**config.mk**
```make
export PLATFORM = sky130hd
export DESIGN_NAME = ncg_ctrl
export DESIGN_NICKNAME = d
export VERILOG_FILES = /design/src/rtl/ncg_pkg.sv /design/src/rtl/ncg_ctrl.sv
export SDC_FILE = /design/constraint.sdc
export NUM_CORES = 1
export LEC_CHECK = 0
export ABC_CLOCK_PERIOD_IN_PS = 1100
export CORE_MARGIN = 1.5
export CORE_UTILIZATION = 30
export CTS_BUF_LIST = sky130_fd_sc_hd__clkbuf_4 sky130_fd_sc_hd__clkbuf_8
export DETAILED_ROUTE_END_ITERATION = 10
export DONT_BUFFER_PORTS = 1
export SKIP_LAST_GASP = 1
export SYNTH_ARGS = -nofsm -noshare
export SYNTH_HDL_FRONTEND = slang
export SYNTH_SLANG_ARGS = --single-unit
export TNS_END_PERCENT = 30
```
**constraint.sdc**
```tcl
create_clock -name clk -period 1.1 [get_ports clk]
set_input_delay 0.22 -clock clk [delete_from_list [all_inputs] [get_ports clk]]
set_output_delay 0.22 -clock clk [all_outputs]
set_load 0.005 [all_outputs]
```
**src/rtl/ncg_pkg.sv**
```systemverilog
// ---------------------------------------------------------------------------
// ncg_pkg
// Shared types and constants of the neighbor cell counting grid: register
// indexes, reset values, controller states and the command/status bundles
// between controller and datapath.
// ---------------------------------------------------------------------------
package ncg_pkg;

    localparam int POS_W = 16;   // Q12.4 coordinate width
    localparam int CFG_W = 16;   // widest configuration register
    localparam int BIN_W = 7;    // cols_in_use / rows_in_use width
    localparam int IDX_W = 3;    // configuration register index width
    localparam int OUT_CELL_W = 6;
    localparam int OUT_PEAK_W = 16;

    localparam logic [IDX_W-1:0] REG_ORIGIN_X    = 3'd0;
    localparam logic [IDX_W-1:0] REG_ORIGIN_Y    = 3'd1;
    localparam logic [IDX_W-1:0] REG_CELL_WIDTH_X = 3'd2;
    localparam logic [IDX_W-1:0] REG_CELL_WIDTH_Y = 3'd3;
    localparam logic [IDX_W-1:0] REG_COLS_IN_USE = 3'd4;
    localparam logic [IDX_W-1:0] REG_ROWS_IN_USE = 3'd5;

    localparam logic [POS_W-1:0] ORIGIN_RESET     = 16'd0;
    localparam logic [POS_W-1:0] CELL_WIDTH_RESET = 16'd16;
    localparam logic [BIN_W-1:0] BINS_RESET       = 7'd64;

    localparam logic MODE_ADD   = 1'b0;
    localparam logic MODE_CLEAR = 1'b1;

    typedef enum logic [2:0] {
        ST_CLEAR,
        ST_IDLE,
        ST_DIV,
        ST_NB_RD,
        ST_NB_WR,
        ST_DONE
    } ncg_state_t;

    typedef enum logic [1:0] {
        OUT_ADD,
        OUT_REJECT,
        OUT_CLEAR
    } ncg_out_t;

    typedef struct packed {
        logic     clr_start;  // restart the clearing sweep, zero the peak
        logic     clr_step;   // write zero at the sweep address and advance
        logic     load;       // capture the point and start both divisions
        logic     nb_read;    // read the current neighbor cell
        logic     nb_write;   // write back the neighbor, advance to the next
        logic     out_load;   // load the result register
        ncg_out_t out_sel;
    } ncg_cmd_t;

    typedef struct packed {
        logic clr_last;
        logic div_done;
        logic reject;
        logic nb_last;
    } ncg_sts_t;

endpackage

```
**src/rtl/ncg_ctrl.sv**
```systemverilog
// ---------------------------------------------------------------------------
// ncg_ctrl
// Controller: sequences the clearing sweep, the divisions, the nine
// read-modify-write steps of the neighborhood and the result register.
// ---------------------------------------------------------------------------
module ncg_ctrl
    import ncg_pkg::*;
(
    input  logic     clk,
    input  logic     rst_n,
    input  logic     in_valid,
    input  logic     mode,
    output logic     in_stall,
    output logic     out_valid,
    input  logic     out_stall,
    input  ncg_sts_t sts,
    output ncg_cmd_t cmd
);

    ncg_state_t state_reg, state_next;
    ncg_out_t   kind_reg, kind_next;
    logic       clr_item_reg, clr_item_next;
    logic       out_valid_reg, out_valid_next;
    logic       out_free;

    assign out_free = !out_valid_reg || !out_stall;

    always_comb
    begin
        state_next    = state_reg;
        kind_next     = kind_reg;
        clr_item_next = clr_item_reg;
        cmd           = '0;
        cmd.out_sel   = kind_reg;
        case (state_reg)
            ST_CLEAR:
            begin
                cmd.clr_step = 1'b1;
                if (sts.clr_last)
                begin
                    // the sweep after reset delivers no beat
                    state_next    = clr_item_reg ? ST_DONE : ST_IDLE;
                    kind_next     = OUT_CLEAR;
                    clr_item_next = 1'b0;
                end
            end
            ST_IDLE:
            begin
                if (in_valid)
                begin
                    if (mode == MODE_CLEAR)
                    begin
                        cmd.clr_start = 1'b1;
                        clr_item_next = 1'b1;
                        state_next    = ST_CLEAR;
                    end
                    else
                    begin
                        cmd.load   = 1'b1;
                        state_next = ST_DIV;
                    end
                end
            end
            ST_DIV:
            begin
                if (sts.div_done)
                begin
                    if (sts.reject)
                    begin
                        kind_next  = OUT_REJECT;
                        state_next = ST_DONE;
                    end
                    else
                    begin
                        kind_next  = OUT_ADD;
                        state_next = ST_NB_RD;
                    end
                end
            end
            ST_NB_RD:
            begin
                cmd.nb_read = 1'b1;
                state_next  = ST_NB_WR;
            end
            ST_NB_WR:
            begin
                cmd.nb_write = 1'b1;
                state_next   = sts.nb_last ? ST_DONE : ST_NB_RD;
            end
            ST_DONE:
            begin
                // hold until the previous beat has left the result register
                if (out_free)
                begin
                    cmd.out_load = 1'b1;
                    state_next   = ST_IDLE;
                end
            end
            default:
            begin
                state_next = ST_IDLE;
            end
        endcase
    end

    always_comb
    begin
        out_valid_next = out_valid_reg;
        if (cmd.out_load)
        begin
            out_valid_next = 1'b1;
        end
        else if (!out_stall)
        begin
            out_valid_next = 1'b0;
        end
    end

    always_ff @(posedge clk or negedge rst_n)
    begin
        if (!rst_n)
        begin
            state_reg     <= ST_CLEAR;
            kind_reg      <= OUT_CLEAR;
            clr_item_reg  <= 1'b0;
            out_valid_reg <= 1'b0;
        end
        else
        begin
            state_reg     <= state_next;
            kind_reg      <= kind_next;
            clr_item_reg  <= clr_item_next;
            out_valid_reg <= out_valid_next;
        end
    end

    assign in_stall  = (state_reg != ST_IDLE);
    assign out_valid = out_valid_reg;

`ifndef SYNTHESIS
    a_no_overwrite: assert property (@(posedge clk) disable iff (!rst_n)
        cmd.out_load |-> (!out_valid_reg || !out_stall))
        else $error("result register overwritten while a beat waits");

    a_accept_leaves_idle: assert property (@(posedge clk) disable iff (!rst_n)
        (in_valid && !in_stall) |=> (state_reg != ST_IDLE))
        else $error("accepted item did not start work");
`endif

endmodule

```
# Yosys cells after proc, flatten, opt, wreduce, memory -nomap -nowiden
# Index checks and enable logic that the tools add are counted.
# Widths: inputs -> output; s select.
# op_classes
eq_ne,12
muxes,30
reduce_logical,9
# op_table
operator,count
$mux 3,7
$pmux 3 s6,1
$mux 1,17
$ne 2x2->1 const B,5
$reduce_and 4->1,2
$eq 3x2->1 const B,2
$eq 3x3->1 const B,2
$mux 2,3
$pmux 2 s2,1
$reduce_bool 2->1,2
$eq 3x1->1 const B,1
$logic_not 3->1,1
$ne 3x1->1 const B,1
$reduce_and 3->1,1
$logic_not 1->1,2
$ne 2x1->1 const B,1
$pmux 1 s2,1
$logic_or 1x1->1,1
# word_totals
regBits,7
inputBits,9
out_inout_bits,10
wordCells,55

# Logic depth before layout (Yosys ltp)
# depth
depth_word,5
ltp_mapped,4
ltp_nobuf,3

# Worst setup path after synthesis
# Ideal clock, no wire load.
# synth_timing
kind,register -> output
startpoint,register state_reg[2]
endpoint,output cmd[5] (netlist bit)
arrival_time_ps,903
required_ps,880
path_slack_ps,-23
stages_incl_launch_ff,5
path_buffers,1
cell_sequence,dfrtp_1 buf_6 nor3b_2 inv_1 nor3_1
# synth_rtl
item,line_no,rtl
"start, declared",ncg_ctrl.sv:20,"ncg_state_t state_reg, state_next;"
"start signal, assigned",ncg_ctrl.sv:130,state_reg <= state_next;
"end, declared",ncg_ctrl.sv:17,output ncg_cmd_t cmd

==> impl_metrics.json <==
{
  "synth_top_cell_area_share": 0.305,
  "grt_max_degree": 8,
  "grt_usage": 0.162,
  "irDropWorstVdd_v": 0.00146,
  "cp.arrival_ps": 1150,
  "nets": 81,
  "die_height_microns": 43.5,
  "synth_cell_type_count": 27,
  "antenna_found_initial": 0,
  "dr.pass1.iters": 4,
  "status": "finished, violations left",
  "wire_per_inst_microns": 14.1,
  "startpoint_type": "flop",
  "remaining_drc_errors": 0,
  "drv_slew": 0,
  "yosysTopAreaCell": "dfrtp_1",
  "hpwlAfterDp_microns": 895,
  "cts_made_buffers": 3,
  "slew_headroom": 0.767,
  "grt_pass1_vias": 488,
  "worstPathRequired_ps": 880,
  "avgSynthCellArea_sq_um": 9.28,
  "n_antenna_cell": 0,
  "hold_path.class": "in -> reg",
  "cts_tree": "done",
  "layout_commonest_cell": "buf_4",
  "finalHoldViolCount": 0,
  "clkLatencyLatePin_ps": 260,
  "fin_crit_sh": 1.25,
  "worstReg2RegEnd": "kind_reg[0]",
  "min_path_cells": 1,
  "drive_gt1_frac": 0.479,
  "cts_buffer_depth": 2,
  "placementRows": 14,
  "synth_top_family_by_area": "simple AND/OR/NAND/NOR gates",
  "ant_nets": 0,
  "port-buffer-count": 0,
  "max_freq_mhz": 730,
  "htree_num_levels": 1,
  "cts-root-buf": "clkbuf_4",
  "path_clk_slew_ps": 60,
  "r2r_cells": 5,
  "yosys_warnings": 0,
  "first_iter_violations": 11,
  "cp_max_fo": 7,
  "io_pins": 19,
  "syn_inst": 53,
  "dp.cells": 76,
  "most-common-layout-cells": "buf_4 (17), nand2_1 (5), a21oi_1 (5)",
  "setup_slack_ps": -271,
  "cpMaxStageDelayCell": "dfrtp_2",
  "setup.worst_path.class": "reg -> out",
  "rsz0062_at_grt": "yes",
  "syn_area_sq_um": 492,
  "hold_start": "sts[3]",
  "clock-sinks": 7,
  "gp_congestion": 0.775,
  "synthTopCellsByArea": "dfrtp_1 (31%), a21oi_1 (6.1%), dfstp_2 (5.3%), buf_6 (4.6%), mux2i_1 (4.1%)",
  "holdPathEnd": "clr_item_reg",
  "dieArea_sq_mm": 0.00189,
  "grt_pass1_wl_microns": 2170,
  "grt_overflow_total": 0,
  "die_w_microns": 43.5,
  "failed_checks": "negative setup slack",
  "synth_compound_area_frac": 0.247,
  "synth-xor-area-share": 0,
  "setup_violations": 12,
  "pwr_density_cell_mw_per_mm2": 2850,
  "cp-end-kind": "output pin",
  "wl_met2_microns": 543,
  "power_mw": 1.90,
  "ys_seq_area_frac": 0.359,
  "topRoutingLayerUsed": "met4",
  "p_leak_nw": 0.298,
  "dr_wl_met3_microns": 103,
  "path_cells": "nor3b_2, and3_4",
  "met1Wirelength_microns": 572,
  "yosys.area_share.simple": 0.254,
  "synth.area.mux_share": 0.0407,
  "min_period_ps": 1370,
  "max_slew.worst_pin.slew_ps": 348,
  "worstReg2RegStart": "state_reg[2]",
  "max_stage_delay_ps": 460,
  "core-area_sq_mm": 0.00152,
  "layout-area-overhead-vs-synth_pct": 35.1,
  "initial_core_util": 0.323,
  "vias": 453,
  "viasPerCell": 5.21,
  "synth_fa_ha_area_frac": 0,
  "max_cap_violations": 0,
  "drt_wl_total_microns": 1230,
  "stdcell_count": 87,
  "synth-seq-cells": 7,
  "reg2reg_slack_ps": -180,
  "largest_reg_flops": 3,
  "synth_nets": 62,
  "finClkSkew_ps": 9.79
}
==> per-stage QoR <==
stage / setup WS [ps] / hold slack (ps) / setup TNS, ps / instance area (sq um) / util
6_report: -271 / 35.5 / -2310 / 664 / 0.436
3_5_place_dp: -133 / -75.3 / -915 / 562 / 0.369
4_1_cts: -281 / 24.2 / -2430 / 664 / 0.436
5_1_grt: -365 / 12.9 / -3370 / 664 / 0.436
2_1_floorplan: -10.0 / -75.6 / -10.0 / 497 / -
3_3_place_gp: -119 / -75.4 / -790 / 562 / 0.369
==> synthesized netlist by cell type, drive strengths merged <==
cell / count
a21oi: 6
dfrtp: 6
nand2: 5
buf: 4
nor2: 4
inv: 3
nand2b: 3
a31o: 2
mux2i: 2
nor3: 2
nor3b: 2
o21ai: 2
a22o: 1
a2bb2oi: 1
and2b: 1
and3: 1
dfstp: 1
nand3: 1
nor2b: 1
nor4b: 1
o22a: 1
o22ai: 1
o2bb2ai: 1
o32ai: 1
==> cell type report <==
| class | instances | area (sq um) |
|---|---|---|
| Timing Repair Buffer | 18 | 138 |
| Clock buffer | 4 | 30.0 |
| Fill cell | 158 | 860 |
| Sequential cell | 7 | 180 |
| Tap cell | 16 | 20.0 |
| Inverter | 3 | 11.3 |
| Multi-Input combinational cell | 39 | 285 |
==> kinds of logic (layout without fill, tap and decap cells) <==
group,Yosys count,count (layout)
compound gates,16,16
buf+inv,7,25
flops,7,7
mux,2,2
simple gates,21,21
==> worst max path at each step <==
| stage | slack, ps | cells after the start | from | endpoint |
|---|---|---|---|---|
| 4_1_cts | -280 | 2 | state_reg[1] | cmd[7] |
| 3_5_place_dp | -130 | 4 | state_reg[0] | state_reg[1] |
| 2_1_floorplan | -10 | 4 | state_reg[1] | cmd[2] |
| 6_report | -270 | 2 | state_reg[2] | cmd[7] |
| 3_3_place_gp | -120 | 3 | state_reg[2] | state_reg[2] |
| 5_1_grt | -370 | 3 | state_reg[2] | cmd[5] |
==> report_power, final <==
part           switching [mW]  total [mW]  internal (mW)
logic                   0.465        1.12          0.650
clock network           0.109       0.273          0.164
registers               0.130       0.506          0.376
==> layer usage <==
metal  GRT usage  vias to the layer above
li1            -                      224
met1       0.196                      205
met2       0.248                       22
met3      0.0833                        2
met4      0.0545                        0
met5           0                        -
==> worst max-delay path, delay by kind of cell, from the launching register on <==
family	cells	cell delay, ps
DFF	1	460
and+or+nand+nor	2	430
==> timing repair <==
action | 4_1_cts | 5_1_grt
setup endpoints to repair | 12 | 13
setup buffers | 6 | 0
hold buffers | 1 | 0
gates resized for setup | 6 | 0
pin swaps | 1 | 0
gates cloned | 0 | 0
hold endpoints to repair | 7 | 0
Power figures use the tool's default switching activity.
